### src/tkf_pkg.sv
// Shared types, constants and saturation helpers for the tilt Kalman fusion block.
// No dependencies; tkf_lane, tkf_merge and tilt_kalman_fusion import this package.
package tkf_pkg;

  // Number of axes carried by one word (fixed by the port fields).
  localparam int AXES = 2;
  // Default number of fraction bits of the Q format.
  localparam int FRAC_BITS_DEF = 16;

  // Configuration register indexes.
  localparam logic [7:0] REG_STEP_TIME   = 8'd0;
  localparam logic [7:0] REG_ANGLE_NOISE = 8'd1;
  localparam logic [7:0] REG_BIAS_NOISE  = 8'd2;
  localparam logic [7:0] REG_MEAS_NOISE  = 8'd3;

  // Register reset values.
  localparam logic [17:0] STEP_TIME_RST   = 18'd32768;
  localparam logic [19:0] ANGLE_NOISE_RST = 20'd32768;
  localparam logic [19:0] BIAS_NOISE_RST  = 20'd6554;
  localparam logic [19:0] MEAS_NOISE_RST  = 20'd1966;

  // Largest angle code.
  localparam logic [8:0] CODE_MAX = 9'd360;

  typedef struct packed {
    logic [17:0] step_time;
    logic [19:0] angle_noise;
    logic [19:0] bias_noise;
    logic [19:0] meas_noise;
  } tkf_cfg_t;

  typedef struct packed {
    logic idle;
    logic done;
  } tkf_lane_stat_t;

  // Saturate a 34-bit signed sum to 32 bits.
  function automatic logic signed [31:0] sat34(input logic signed [33:0] v);
    logic signed [31:0] r;
    if (v > 34'sh0_7FFF_FFFF) r = 32'sh7FFF_FFFF;
    else if (v < -34'sh0_8000_0000) r = -32'sh8000_0000;
    else r = v[31:0];
    return r;
  endfunction

  // Saturate a 66-bit signed product to 32 bits.
  function automatic logic signed [31:0] sat66(input logic signed [65:0] v);
    logic signed [31:0] r;
    if (v > 66'sh7FFF_FFFF) r = 32'sh7FFF_FFFF;
    else if (v < -66'sh8000_0000) r = -32'sh8000_0000;
    else r = v[31:0];
    return r;
  endfunction

endpackage

### src/tkf_out_if.sv
// Output channel: fused angles, biases and angle codes of both axes.
// No dependencies.
interface tkf_out_if;
  logic               valid;
  logic               ready;
  logic signed [31:0] fused_angle_x;
  logic signed [31:0] fused_angle_y;
  logic signed [31:0] bias_x;
  logic signed [31:0] bias_y;
  logic [8:0]         code_x;
  logic [8:0]         code_y;

  modport source(output valid, fused_angle_x, fused_angle_y, bias_x, bias_y, code_x, code_y,
                 input ready);
  modport sink(input valid, fused_angle_x, fused_angle_y, bias_x, bias_y, code_x, code_y,
               output ready);
endinterface

### src/tkf_merge.sv
// Merging stage: gathers lane results, forms angle codes, holds the output word.
// Depends on tkf_pkg and tkf_out_if.
module tkf_merge import tkf_pkg::*; #(
  parameter int FRAC_BITS = FRAC_BITS_DEF
) (
  input  logic               clk,
  input  logic               rst,
  input  logic               all_done,
  input  logic signed [31:0] angle [AXES],
  input  logic signed [31:0] bias [AXES],
  output logic               take,
  tkf_out_if.source          results
);

  logic [8:0] code [AXES];

  // Shift each angle by 180 degrees, truncate and clamp to the code range.
  always_comb begin
    for (int i = 0; i < AXES; i++) begin
      logic signed [33:0] v;
      logic signed [33:0] c;
      v = 34'(angle[i]) + (34'sd180 <<< FRAC_BITS);
      c = v >>> FRAC_BITS;
      if (v < 0) code[i] = '0;
      else if (c > 34'sd360) code[i] = CODE_MAX;
      else code[i] = c[8:0];
    end
  end

  assign take = all_done && (!results.valid || results.ready);

  // Load a finished word when the output register is free.
  always_ff @(posedge clk) begin
    if (rst) begin
      results.valid <= 1'b0;
    end else if (take) begin
      results.valid <= 1'b1;
    end else if (results.ready) begin
      results.valid <= 1'b0;
    end
  end

  always_ff @(posedge clk) begin
    if (take) begin
      results.fused_angle_x <= angle[0];
      results.fused_angle_y <= angle[1];
      results.bias_x        <= bias[0];
      results.bias_y        <= bias[1];
      results.code_x        <= code[0];
      results.code_y        <= code[1];
    end
  end

endmodule

### src/flat_wrapper.sv
// flat-port wrapper written by rule: the top's interface ports become plain ports
module tkf_merge_flat import tkf_pkg::*;
#(
  parameter int FRAC_BITS = FRAC_BITS_DEF
)
  (clk, rst, all_done, angle, bias, take, results_valid, results_fused_angle_x, results_fused_angle_y, results_bias_x, results_bias_y, results_code_x, results_code_y, results_ready);
  tkf_out_if results_i ();
  input  logic clk;
  input  logic rst;
  input  logic all_done;
  input  logic signed [31:0] angle[AXES];
  input  logic signed [31:0] bias[AXES];
  output logic take;
  output wire logic [$bits(results_i.valid)-1:0] results_valid;
  output wire logic [$bits(results_i.fused_angle_x)-1:0] results_fused_angle_x;
  output wire logic [$bits(results_i.fused_angle_y)-1:0] results_fused_angle_y;
  output wire logic [$bits(results_i.bias_x)-1:0] results_bias_x;
  output wire logic [$bits(results_i.bias_y)-1:0] results_bias_y;
  output wire logic [$bits(results_i.code_x)-1:0] results_code_x;
  output wire logic [$bits(results_i.code_y)-1:0] results_code_y;
  input wire logic [$bits(results_i.ready)-1:0] results_ready;
  assign results_valid = results_i.valid;
  assign results_fused_angle_x = results_i.fused_angle_x;
  assign results_fused_angle_y = results_i.fused_angle_y;
  assign results_bias_x = results_i.bias_x;
  assign results_bias_y = results_i.bias_y;
  assign results_code_x = results_i.code_x;
  assign results_code_y = results_i.code_y;
  assign results_i.ready = results_ready;
  tkf_merge #(.FRAC_BITS(FRAC_BITS)) u_core (.clk(clk), .rst(rst), .all_done(all_done), .angle(angle), .bias(bias), .take(take), .results(results_i));
endmodule
### config.mk
export PLATFORM = sky130hd
export DESIGN_NAME = tkf_merge_flat
export DESIGN_NICKNAME = d
export VERILOG_FILES = /design/src/tkf_pkg.sv /design/src/tkf_out_if.sv /design/src/tkf_merge.sv /design/src/flat_wrapper.sv
export SDC_FILE = /design/constraint.sdc
export NUM_CORES = 1
export LEC_CHECK = 0
export ABC_AREA = 1
export BUFFER_PORTS_ARGS = -buffer_cell sky130_fd_sc_hd__buf_2
export CAP_MARGIN = 20
export CELL_PAD_IN_SITES_DETAIL_PLACEMENT = 2
export CELL_PAD_IN_SITES_GLOBAL_PLACEMENT = 2
export CORE_ASPECT_RATIO = 1.4
export CORE_MARGIN = 5
export CORE_UTILIZATION = 25
export CTS_BUF_LIST = sky130_fd_sc_hd__clkbuf_2
export CTS_CLUSTER_DIAMETER = 60
export DETAILED_ROUTE_END_ITERATION = 8
export HOLD_SLACK_MARGIN = 0.08
export PLACE_DENSITY_LB_ADDON = 0.2
export SYNTH_ARGS = -nofsm -noshare
export SYNTH_HDL_FRONTEND = slang
export SYNTH_SLANG_ARGS = --single-unit
### constraint.sdc
create_clock -name clk -period 13.5 [get_ports clk]
set_input_delay 2.025 -clock clk [delete_from_list [all_inputs] [get_ports clk]]
set_output_delay 2.025 -clock clk [all_outputs]
set_load 0.03 [all_outputs]
==> Word level (Yosys, flattened, before mapping) <==
Index checks and enable logic that the tools add are counted.
{ "op_classes": {"add_sub_neg": 2, "n_mux": 4, "order_cmp": 4, "reduce_logical": 6} }
{ "ops": {"columns": ["cell", "n"], "rows": [
  ["adder 32 x 25 -> 33 bit (second input constant)", 2],
  ["< comparator 33 x 1 -> 1 bit (second input constant)", 2],
  ["> comparator 17 x 10 -> 1 bit (second input constant)", 2],
  ["two-way mux 9 bit", 2],
  ["OR reduction 2 bit", 2],
  ["two-way mux 1 bit", 2],
  ["nonzero test 2 bit", 1],
  ["logical AND 1 bit", 1],
  ["logical NOT 1 bit", 1],
  ["logical OR 1 bit", 1]
]} }
{ "word_totals": {"output_inout_bits": 148, "elab_cells": 25, "in_bits": 132, "ff_bits": 147} }

==> Depth between registers and ports, before layout <==
{ "depth": {"ltp_word": 4, "mapped_depth": 14, "mapped_depth_nobuf": 14} }

==> Worst setup path before layout <==
No wires, ideal clock.
{ "synth_path": {"kind": "input to output", "start": "in all_done", "end": "out take", "path_stages": 2, "arrival_ns": 9.510, "n_path_buf": 0, "required_ns": 11.475, "setup_slack_ns": 1.965, "cell_sequence": "inv_1 > a21oi_1"} }
{ "synth_between": {"elab_chain_cells": 1} }
{ "synth_lines": {"columns": ["item", "line_no", "rtl"], "rows": [
  ["from (decl)", "flat_wrapper.sv:10", "input logic all_done;"],
  ["logical AND 1 bit", "tkf_merge.sv:30", "assign take = all_done && (!results.valid || results.ready);"],
  ["to (decl)", "flat_wrapper.sv:13", "output logic take;"]
]} }
Every way passes these cells.

==> Final worst setup path <==
{ "layout_path": {"start": "in results_ready", "end": "out take"} }
{ "layout_between": {"elab_chain_cells": 2} }
{ "layout_lines": {"columns": ["item", "line_no", "rtl"], "rows": [
  ["from (decl)", "flat_wrapper.sv:21", "input wire logic [$bits(results_i.ready)-1:0] results_ready;"],
  ["logical OR 1 bit", "tkf_merge.sv:30", null],
  ["logical AND 1 bit", "tkf_merge.sv:30", null]
]} }
Every way passes these cells.

==> results_dict.tcl <==
set metrics [dict create \
    power.switching_mw 0.2753 \
    ys_warn_count 0 \
    htreeDepth 4 \
    syn_area_per_cell_um2 15.86 \
    synth_flop_cell "edfxtp_1" \
    core_um2 21780 \
    holdBufCountCts 0 \
    netlist_area_um2 5489 \
    vias 3871 \
    first_iter_violations 103 \
    drive_gt1_share_pct 53.57 \
    final_hold_viol_count 0 \
    drcViolationCount 0 \
    rsz0062_at_grt "false" \
    fin_worst_skew_ns 0.01984 \
    maxCapViolCount 0 \
    synth_largest_area_cell "edfxtp_1" \
    synth_top_family_by_area "simple AND/OR/NAND/NOR gates" \
    cts_sinks 147 \
    clk_latency_ns 0.73 \
    switching_share_pct 28.39 \
    p_leak_nw 3.296 \
    routed_wl_um 16420 \
    synth_most_common_cell "edfxtp_1" \
    max_slew_margin_pct 33.32 \
    vdd_drop_max_v 0.00005939 \
    cts_root_buf "clkbuf_2" \
    hold_class "reg -> reg" \
    rrSetupSlack_ns 11.51 \
    synth_nets 482 \
    criticalPathCategory "in -> out" \
    yosys_register_bits 147 \
    post-route-min-period_ns 4.799 \
    synth_mux_area_share_pct 0 \
    cts_resized 0 \
    tritoncts "done" \
    min_delay_path_depth 2 \
    dp_slack_ns 8.695 \
    synth_top_area_share_pct 79.87 \
    num_rows 64 \
    yosys.area_share.simple_pct 14.02 \
    netlist_instances 346 \
    synth-compound-area-share_pct 0.9574 \
    design.die.area_um2 25060 \
    path_clk_slew_ns 0.20 \
    multiInputGateArea_um2 944.7 \
    finalSetupTns_ns 0 \
    hold_ws_ns 0.5302 \
    arrival_ns 2.77 \
    synthArstFlopShare_pct 0 \
    worst_slack_ns 8.701 \
    seq_power_share_pct 55.6 \
    gr-total-overflow 0 \
    dr.pass1.iters 4 \
    combPwrFrac_pct 14.7 \
    ioPinCount 280 \
    synth-edff-count 146 \
    final-setup-viol-count 0 \
    start_kind "input port" \
    io_buffers 279 \
    internal_power_mw 0.6944 \
    run_status "finished, final reports clean" \
    synth-xor-area-share_pct 1.117 \
    synth_area_leaders "edfxtp_1, nand2_1, inv_1" \
    tightest_slew_ns 1.000 \
    grt_max_degree 78 \
    grt_pass1_wl_um 23850 \
    wl_per_cell_um 17.16 \
    start_util_pct 25.20 \
    worstPathMaxFanout 9 \
    dieHeight_um 185.3 \
    p_per_area_nw_per_um2 128.3 \
    synthAdderAreaFrac_pct 0.9118 \
    synthDistinctLibCells 24 \
    ff2ff_path_depth 2 \
    worst_setup_path_end_kind "primary output" \
    synth_common_cells "edfxtp_1, nand2_1, inv_1, nand3_1" \
    syn2layout_area_growth_pct 37.75 \
    seq_area_frac_synth_pct 80.24 \
    track_usage_pct 12.87 \
    cts_buffer_depth 2 \
    via_per_inst 4.045 \
    fmax_mhz 208.4 \
    gp_congestion 0.7365 \
    post-route-period-util_pct 35.55 \
    detail-route-antenna-nets 0 \
    seqCellArea_um2 4404 \
    post_cts_buffers 0 \
    required_ns 11.48 \
    antenna_found_initial 4 \
    dp_hpwl_um 13100 \
    fin_util_pct 34.71 \
    nFillCells 2372 \
    numCtsBuffers 17 \
    clockPowerShare_pct 29.7 \
    grt_pass1_vias 4249 \
    final_nets 782 \
    slew_violations 0 \
    die_x_um 135.2 \
]
==> critical path, cell delays in order <==
cell and delay, ns:
buf_2 0.08, inv_1 0.06, a21oi_4 0.33, buf_2 0.28
==> flip-flops by register name (all words and copies together), names as in the netlist <==
signal / flops
u_core.results.bias_x: 32
u_core.results.bias_y: 32
u_core.results.code_x: 9
u_core.results.code_y: 9
u_core.results.fused_angle_x: 32
u_core.results.fused_angle_y: 32
u_core.results.valid: 1
==> metrics by stage <==
stage,total power [mW],area (um^2),std cells
after floorplan,0.6413,5489,346
after global placement,0.6918,7283,924
after detailed placement,0.6961,7283,924
after CTS,0.9928,7559,956
after global routing,1.023,7561,957
final,0.9697,7561,957
==> path summary, 6_finish.rpt <==
check | start | endpoint
worst max-delay path | results_ready | take
worst min-delay path | u_core.results.valid$_SDFFE_PP0P_ | u_core.results.valid$_SDFFE_PP0P_
worst max register to register | u_core.results.valid$_SDFFE_PP0P_ | u_core.results.code_y[7]$_SDFFCE_PP0P_
worst min register to register | u_core.results.valid$_SDFFE_PP0P_ | u_core.results.valid$_SDFFE_PP0P_
==> metal layers <==
| metal | routed length [um] | global-route usage, % |
|---|---|---|
| met1 | 5648 | 12.50 |
| met2 | 8937 | 23.98 |
| met4 | 243 | 4.962 |
| met3 | 1548 | 5.408 |
| met5 | 41 | 0 |
==> area by class of cell <==
| cell class | count | share of cell area [%] |
|---|---|---|
| clock buffer | 18 | 1.191 |
| sequential | 147 | 58.25 |
| clock inverter | 14 | 2.449 |
| multi-input combinational | 159 | 12.49 |
| antenna | 1 | 0.03310 |
| inverter | 40 | 2.002 |
| tap | 297 | 4.915 |
| timing repair buffer | 281 | 18.67 |
==> cells by family (layout without fill, tap and decap cells) <==
logic type | after synthesis | count (layout)
fa+ha+maj | 4 | 4
buf+inv | 40 | 353
compound gates | 10 | 10
xor+xnor | 7 | 7
simple gates | 138 | 138
other cells | 0 | 1
flops | 147 | 147
==> layout by cell type, fill, tap and decap left out <==
master,count
nand4_1,4
nand2_2,11
nor3b_2,2
a21oi_1,6
nand3_1,19
clkinvlp_4,2
buf_4,2
nor3_2,3
clkinv_4,1
ha_1,4
nand3_2,1
o21bai_1,1
nor2_1,6
clkbuf_2,18
o21ai_1,1
bufinv_16,4
inv_6,2
nand3b_1,5
nor2_4,6
clkinv_2,5
buf_2,279
clkinv_1,4
a21oi_4,1
nand2_4,2
o21ai_0,1
nor2_2,11
edfxtp_1,146
nand2_1,65
xor2_1,7
dfxtp_1,1
diode_2,1
inv_1,36
nand3_4,3
==> power by group through the flow <==
| stage | combinational (mW) | clock, mW | sequential, mW |
|---|---|---|---|
| floorplan | 0.0307 | 0 | 0.611 |
| global placement | 0.142 | 0 | 0.549 |
| detailed placement | 0.145 | 0 | 0.551 |
| CTS | 0.146 | 0.307 | 0.540 |
| global route | 0.153 | 0.327 | 0.542 |
| finish | 0.142 | 0.288 | 0.540 |
Power figures use the tool's default switching activity.
